$ cat config.mk
export PLATFORM = sky130hd
export DESIGN_NAME = bvm_ram
export DESIGN_NICKNAME = d
export VERILOG_FILES = /design/src/hdl/bvm_ram.sv
export SDC_FILE = /design/constraint.sdc
export NUM_CORES = 1
export LEC_CHECK = 0
export BUFFER_PORTS_ARGS = -buffer_cell sky130_fd_sc_hd__buf_4
export CAP_MARGIN = 5
export CORE_ASPECT_RATIO = 1.5
export CORE_UTILIZATION = 40
export CTS_BUF_LIST = sky130_fd_sc_hd__clkbuf_8 sky130_fd_sc_hd__clkbuf_16
export CTS_CLUSTER_DIAMETER = 100
export DETAILED_ROUTE_END_ITERATION = 10
export RECOVER_POWER = 25
export SKIP_CTS_REPAIR_TIMING = 1
export SLEW_MARGIN = 10
export SYNTH_ARGS = -nofsm -noshare
export SYNTH_HDL_FRONTEND = slang
export SYNTH_SLANG_ARGS = --single-unit
export TNS_END_PERCENT = 1
$ cat constraint.sdc
create_clock -name clk -period 2.4 [get_ports clk]
set_input_delay 0.48 -clock clk [delete_from_list [all_inputs] [get_ports clk]]
set_output_delay 0.48 -clock clk [all_outputs]
set_load 0.02 [all_outputs]
$ cat src/hdl/bvm_ram.sv
// Generic RAM: one write port, one read port with registered read data.
`default_nettype none
module bvm_ram #(
	parameter int DEPTH = 16,
	parameter int WIDTH = 8
) (
	input  wire                     clk,
	input  wire                     we,
	input  wire [$clog2(DEPTH)-1:0] waddr,
	input  wire [WIDTH-1:0]         wdata,
	input  wire [$clog2(DEPTH)-1:0] raddr,
	output logic [WIDTH-1:0]        rdata
);
	logic [WIDTH-1:0] mem [DEPTH];

	always_ff @(posedge clk) begin
		if (we) mem[waddr] <= wdata;
		rdata <= mem[raddr];
	end
endmodule
`default_nettype wire

# [After elaboration in Yosys (flattened, before gate mapping)]
# Memory sizes are Yosys's and may differ from the RTL's. A register that Yosys moved wholly into a read port is not among the register bits.
# Cells that the tools add are included.
# W data, S select, Z words.
[totals] register_bits=0 latch_bits=0 ram_bits=128 romBits=0 inputBits=18 output_inout_bits=8 word_cells=3 n_memories=1
[classes] n_addsub=0 multipliers=0 div=0 order_cmp=0 eq_ne=0 n_shift=0 muxes=2 n_bitwise=0 reduce_logical=0
[memory_table] memory="mem" words=16 width=8 rd=1 rd_clocked_by_memory_dff=1 write_ports=1 line="14" rtl="logic [WIDTH-1:0] mem [DEPTH];"
[ops] cell="$mux W1" count=2

# [Longest topological paths before layout]
[depth] depth_word=2 ltp_mapped=5 mapped_depth_nobuf=3

# [Least setup slack after synthesis]
# No wires, ideal clock.
[synth_path] kind="input-to-reg" from="input port waddr[2]" to="memory mem[0][0] (enable)" arrival_time_ps=1590 setup_slack_ps=427 stages=2 cell_sequence="or3b_2 nor3_1"
[synth_lines] item="start, declared" line="9" rtl="input wire [$clog2(DEPTH)-1:0] waddr,"
[synth_lines] item="end, declared" line="14"
# Straight into the memory's write port.

==> flow_results.xml <==
<?xml version="1.0" encoding="UTF-8"?>
<metrics>
  <group name="outcome">
    <metric name="outcome" unit="">completed</metric>
  </group>
  <group name="detailed_routing">
    <metric name="via_count" unit="">2446</metric>
    <metric name="vias_per_cell" unit="">5.38</metric>
    <metric name="met3_length" unit="um">441</metric>
    <metric name="drt_first_iter_violations" unit="">174</metric>
    <metric name="drt_wl_total" unit="um">10100</metric>
    <metric name="wl_met2" unit="um">5480</metric>
    <metric name="topRoutingLayerUsed" unit="">met4</metric>
    <metric name="final_ant_viol_nets" unit="">0</metric>
    <metric name="remaining_drc_errors" unit="">0</metric>
    <metric name="first_pass_iters" unit="">4</metric>
    <metric name="wl_per_cell" unit="um">22.3</metric>
    <metric name="wirelength_met1" unit="um">3910</metric>
  </group>
  <group name="cells_and_area">
    <metric name="n_fill_cell" unit="">1042</metric>
    <metric name="fin_nets" unit="">304</metric>
    <metric name="areaGrowthSynthToFinish" unit="%">20.9</metric>
    <metric name="antennaDiodeCount" unit="">0</metric>
    <metric name="final_layout_size_suffix_gt1_share" unit="%">29.8</metric>
  </group>
  <group name="clocking">
    <metric name="htreeDepth" unit="">4</metric>
    <metric name="clock_buffer_depth" unit="">2</metric>
    <metric name="clk-insertion-delay-late" unit="ns">0.41</metric>
    <metric name="tritoncts_clock_tree" unit="">done</metric>
    <metric name="cts.clk_slew.worst_paths" unit="ns">0.05</metric>
    <metric name="number_of_clock_buffers_inserted_by_tritoncts" unit="">17</metric>
    <metric name="cts_sinks" unit="">136</metric>
    <metric name="root_buffer" unit="">clkbuf_16</metric>
  </group>
  <group name="die">
    <metric name="design.die.area" unit="um^2">13300</metric>
    <metric name="vertical_extent_of_the_die" unit="um">141</metric>
    <metric name="floorplan.core_area" unit="um^2">12500</metric>
    <metric name="top_level_ports" unit="">26</metric>
    <metric name="floorplan.rows" unit="">50</metric>
    <metric name="chipWidth" unit="um">94.6</metric>
    <metric name="floorplan.initialDensity" unit="%">41.1</metric>
  </group>
  <group name="global_routing">
    <metric name="grt_pass1_wl" unit="um">15000</metric>
    <metric name="grt_remaining_overflow" unit="">0</metric>
    <metric name="antenna_found_initial" unit="">0</metric>
    <metric name="grt_pass1_vias" unit="">2578</metric>
    <metric name="grt_max_degree" unit="">33</metric>
    <metric name="grt_use_total" unit="%">16.9</metric>
  </group>
  <group name="timing">
    <metric name="timing.final.setup_violations" unit="">0</metric>
    <metric name="rsz_0062_raised_after_global_routing" unit="">no</metric>
    <metric name="fin_crit_sh" unit="%">65.3</metric>
    <metric name="slew_viol_final" unit="">0</metric>
    <metric name="max_freq" unit="MHz">638</metric>
    <metric name="report.final.hold_viol_count" unit="">0</metric>
    <metric name="whs" unit="ns">0.391</metric>
    <metric name="setup_total_negative_slack" unit="ns">0</metric>
    <metric name="post_route_minimum_period" unit="ns">1.57</metric>
    <metric name="timing.slew.headroom" unit="%">51.6</metric>
    <metric name="finalWorstSetupSlack" unit="ns">0.833</metric>
    <metric name="max_slew.worst_pin.slew" unit="ns">0.723</metric>
    <metric name="setup_skew_after_layout" unit="ns">0.00342</metric>
  </group>
  <group name="critical_path">
    <metric name="timing.critical_path.required" unit="ns">2.69</metric>
    <metric name="timing.critical_path.from_type" unit="">input port</metric>
    <metric name="rrSetupSlack" unit="ns">1.02</metric>
    <metric name="worstReg2RegEnd" unit="">rdata[2]</metric>
    <metric name="worstRegToRegCells" unit="">3</metric>
    <metric name="critical_path_peak_fanout" unit="">11</metric>
    <metric name="start_of_the_worst_register_to_register_path" unit="">mem[0][2]</metric>
    <metric name="setup.worst_path.class" unit="">input port to flop</metric>
    <metric name="worstSetupEndpointType" unit="">flop</metric>
    <metric name="timing.critical_path.arrival" unit="ns">1.86</metric>
  </group>
  <group name="yosys">
    <metric name="synth_warn" unit="">0</metric>
    <metric name="synth_edf_count" unit="">128</metric>
    <metric name="post_synth_num_cell_types" unit="">19</metric>
    <metric name="netlist_top_cells_count" unit="">edfxtp_1, mux4_2, a22oi_1, mux4_1, nor2_1</metric>
    <metric name="yosysTopAreaCell" unit="">edfxtp_1</metric>
    <metric name="synthesis.nets" unit="">247</metric>
    <metric name="syn-cell-area" unit="um^2">5150</metric>
    <metric name="ys_dominant_reg_cell" unit="">edfxtp_1</metric>
    <metric name="postSynth.asyncResetShare" unit="%">0</metric>
    <metric name="syn_avg_cell_area" unit="um^2">22.5</metric>
    <metric name="synthCells" unit="">229</metric>
    <metric name="yosys_register_bits" unit="">136</metric>
    <metric name="synth.most_common_cell" unit="">edfxtp_1</metric>
    <metric name="ys_top_cells_by_area" unit="">edfxtp_1, mux4_2, mux4_1</metric>
    <metric name="ys_seq_area_share" unit="%">77.8</metric>
    <metric name="synthDominantCellAreaShare" unit="%">74.7</metric>
  </group>
  <group name="place">
    <metric name="port-buffer-count" unit="">25</metric>
    <metric name="dpl_worst_slack" unit="ns">0.368</metric>
    <metric name="post-dp-hpwl" unit="um">6660</metric>
    <metric name="globalplace.congestion" unit="">0.704</metric>
  </group>
  <group name="worst_hold_path">
    <metric name="hold_critical_path_depth" unit="">1</metric>
    <metric name="hold_path_class" unit="">input port to flop</metric>
    <metric name="hold_path.startpoint" unit="">wdata[7]</metric>
    <metric name="min_delay_worst_endpoint" unit="">mem[4][7]</metric>
  </group>
  <group name="power_and_ir_drop">
    <metric name="vdd.ir_drop.worst" unit="mV">0.443</metric>
    <metric name="leakage_power_summed_over_all_cells" unit="nW">2.11</metric>
    <metric name="pwr_density_cell" unit="nW/um^2">917</metric>
    <metric name="report.power.total" unit="mW">5.70</metric>
  </group>
  <group name="run">
    <metric name="maxCapViolCount" unit="">0</metric>
  </group>
</metrics>
[per-layer routing]
layer / GRT usage [%] / up-vias
met5: 0 / -
met2: 28.4 / 78
met1: 19.3 / 1254
met3: 4.85 / 24
met4: 8.61 / 0
li1: - / 1090
[sequential cells by signal, indices dropped and copies added (netlist names)]
name,cells
mem,128
rdata,8
[worst max path at each step]
| stage | startpoint | endpoint | slack (ns) |
|---|---|---|---|
| final | raddr[0] | rdata[7] | 0.83 |
| after CTS | raddr[0] | rdata[1] | 0.81 |
| after detailed placement | raddr[0] | rdata[1] | 0.37 |
| after global placement | raddr[0] | rdata[1] | 0.37 |
| after global routing | raddr[0] | rdata[5] | 0.75 |
| after floorplan | waddr[2] | mem[0][0] | 0.43 |
[worst max-delay path, stage by stage]
cell and delay, ns:
buf_4 0.20, buf_4 0.26, mux4_2 0.54, a22oi_1 0.27, nand2_1 0.10
[kinds of logic after synthesis]
family	Yosys count	synth area share (%)
and+or+nand+nor	35	3.18
DFF	136	77.8
AOI/OAI and AO/OA	16	2.33
muxes	32	15.0
buffers and inverters	10	1.68
[placed cells by master, fill, tap and decap left out]
| master | netlist | layout |
|---|---|---|
| nand3_1 | 1 | 1 |
| nand2_1 | 9 | 9 |
| clkinv_1 | 0 | 3 |
| clkinvlp_4 | 0 | 3 |
| dfxtp_1 | 8 | 8 |
| nor3_1 | 4 | 4 |
| clkbuf_1 | 0 | 7 |
| bufinv_16 | 0 | 5 |
| nand3b_1 | 2 | 2 |
| clkinv_4 | 0 | 1 |
| nand2b_1 | 2 | 2 |
| clkinv_2 | 0 | 3 |
| mux4_2 | 18 | 18 |
| edfxtp_1 | 128 | 128 |
| and2_1 | 1 | 1 |
| nor2_1 | 13 | 13 |
| and2b_1 | 1 | 1 |
| clkbuf_16 | 0 | 17 |
| buf_4 | 1 | 41 |
| or3b_2 | 1 | 1 |
| nor2b_1 | 1 | 1 |
| a22oi_1 | 16 | 16 |
| mux4_1 | 14 | 14 |
[report_power, final]
group | switching, mW | leakage [nW] | internal (mW)
logic | 0.154 | 0.588 | 0.116
registers | 0.0155 | 1.22 | 2.66
clock network | 0.939 | 0.301 | 1.82
total | 1.11 | 2.11 | 4.60
[layout make-up]
type	instances	area, um^2	share of cell area [%]
timing repair buffer	48	334	5.37
sequential	136	4000	64.3
clock inverter	15	208	3.34
multi-input combinational	83	1060	17.0
clock buffer	17	425	6.84
tap	156	195	3.14
[metrics by stage]
stage	util, %	std cells	cell area (um^2)
floorplan	-	229	5150
global placement	44.9	423	5620
detailed placement	44.9	423	5620
CTS	50.0	455	6250
global route	49.7	455	6220
finish	49.7	455	6220
No activity file was read; power rests on OpenSTA's default activity.
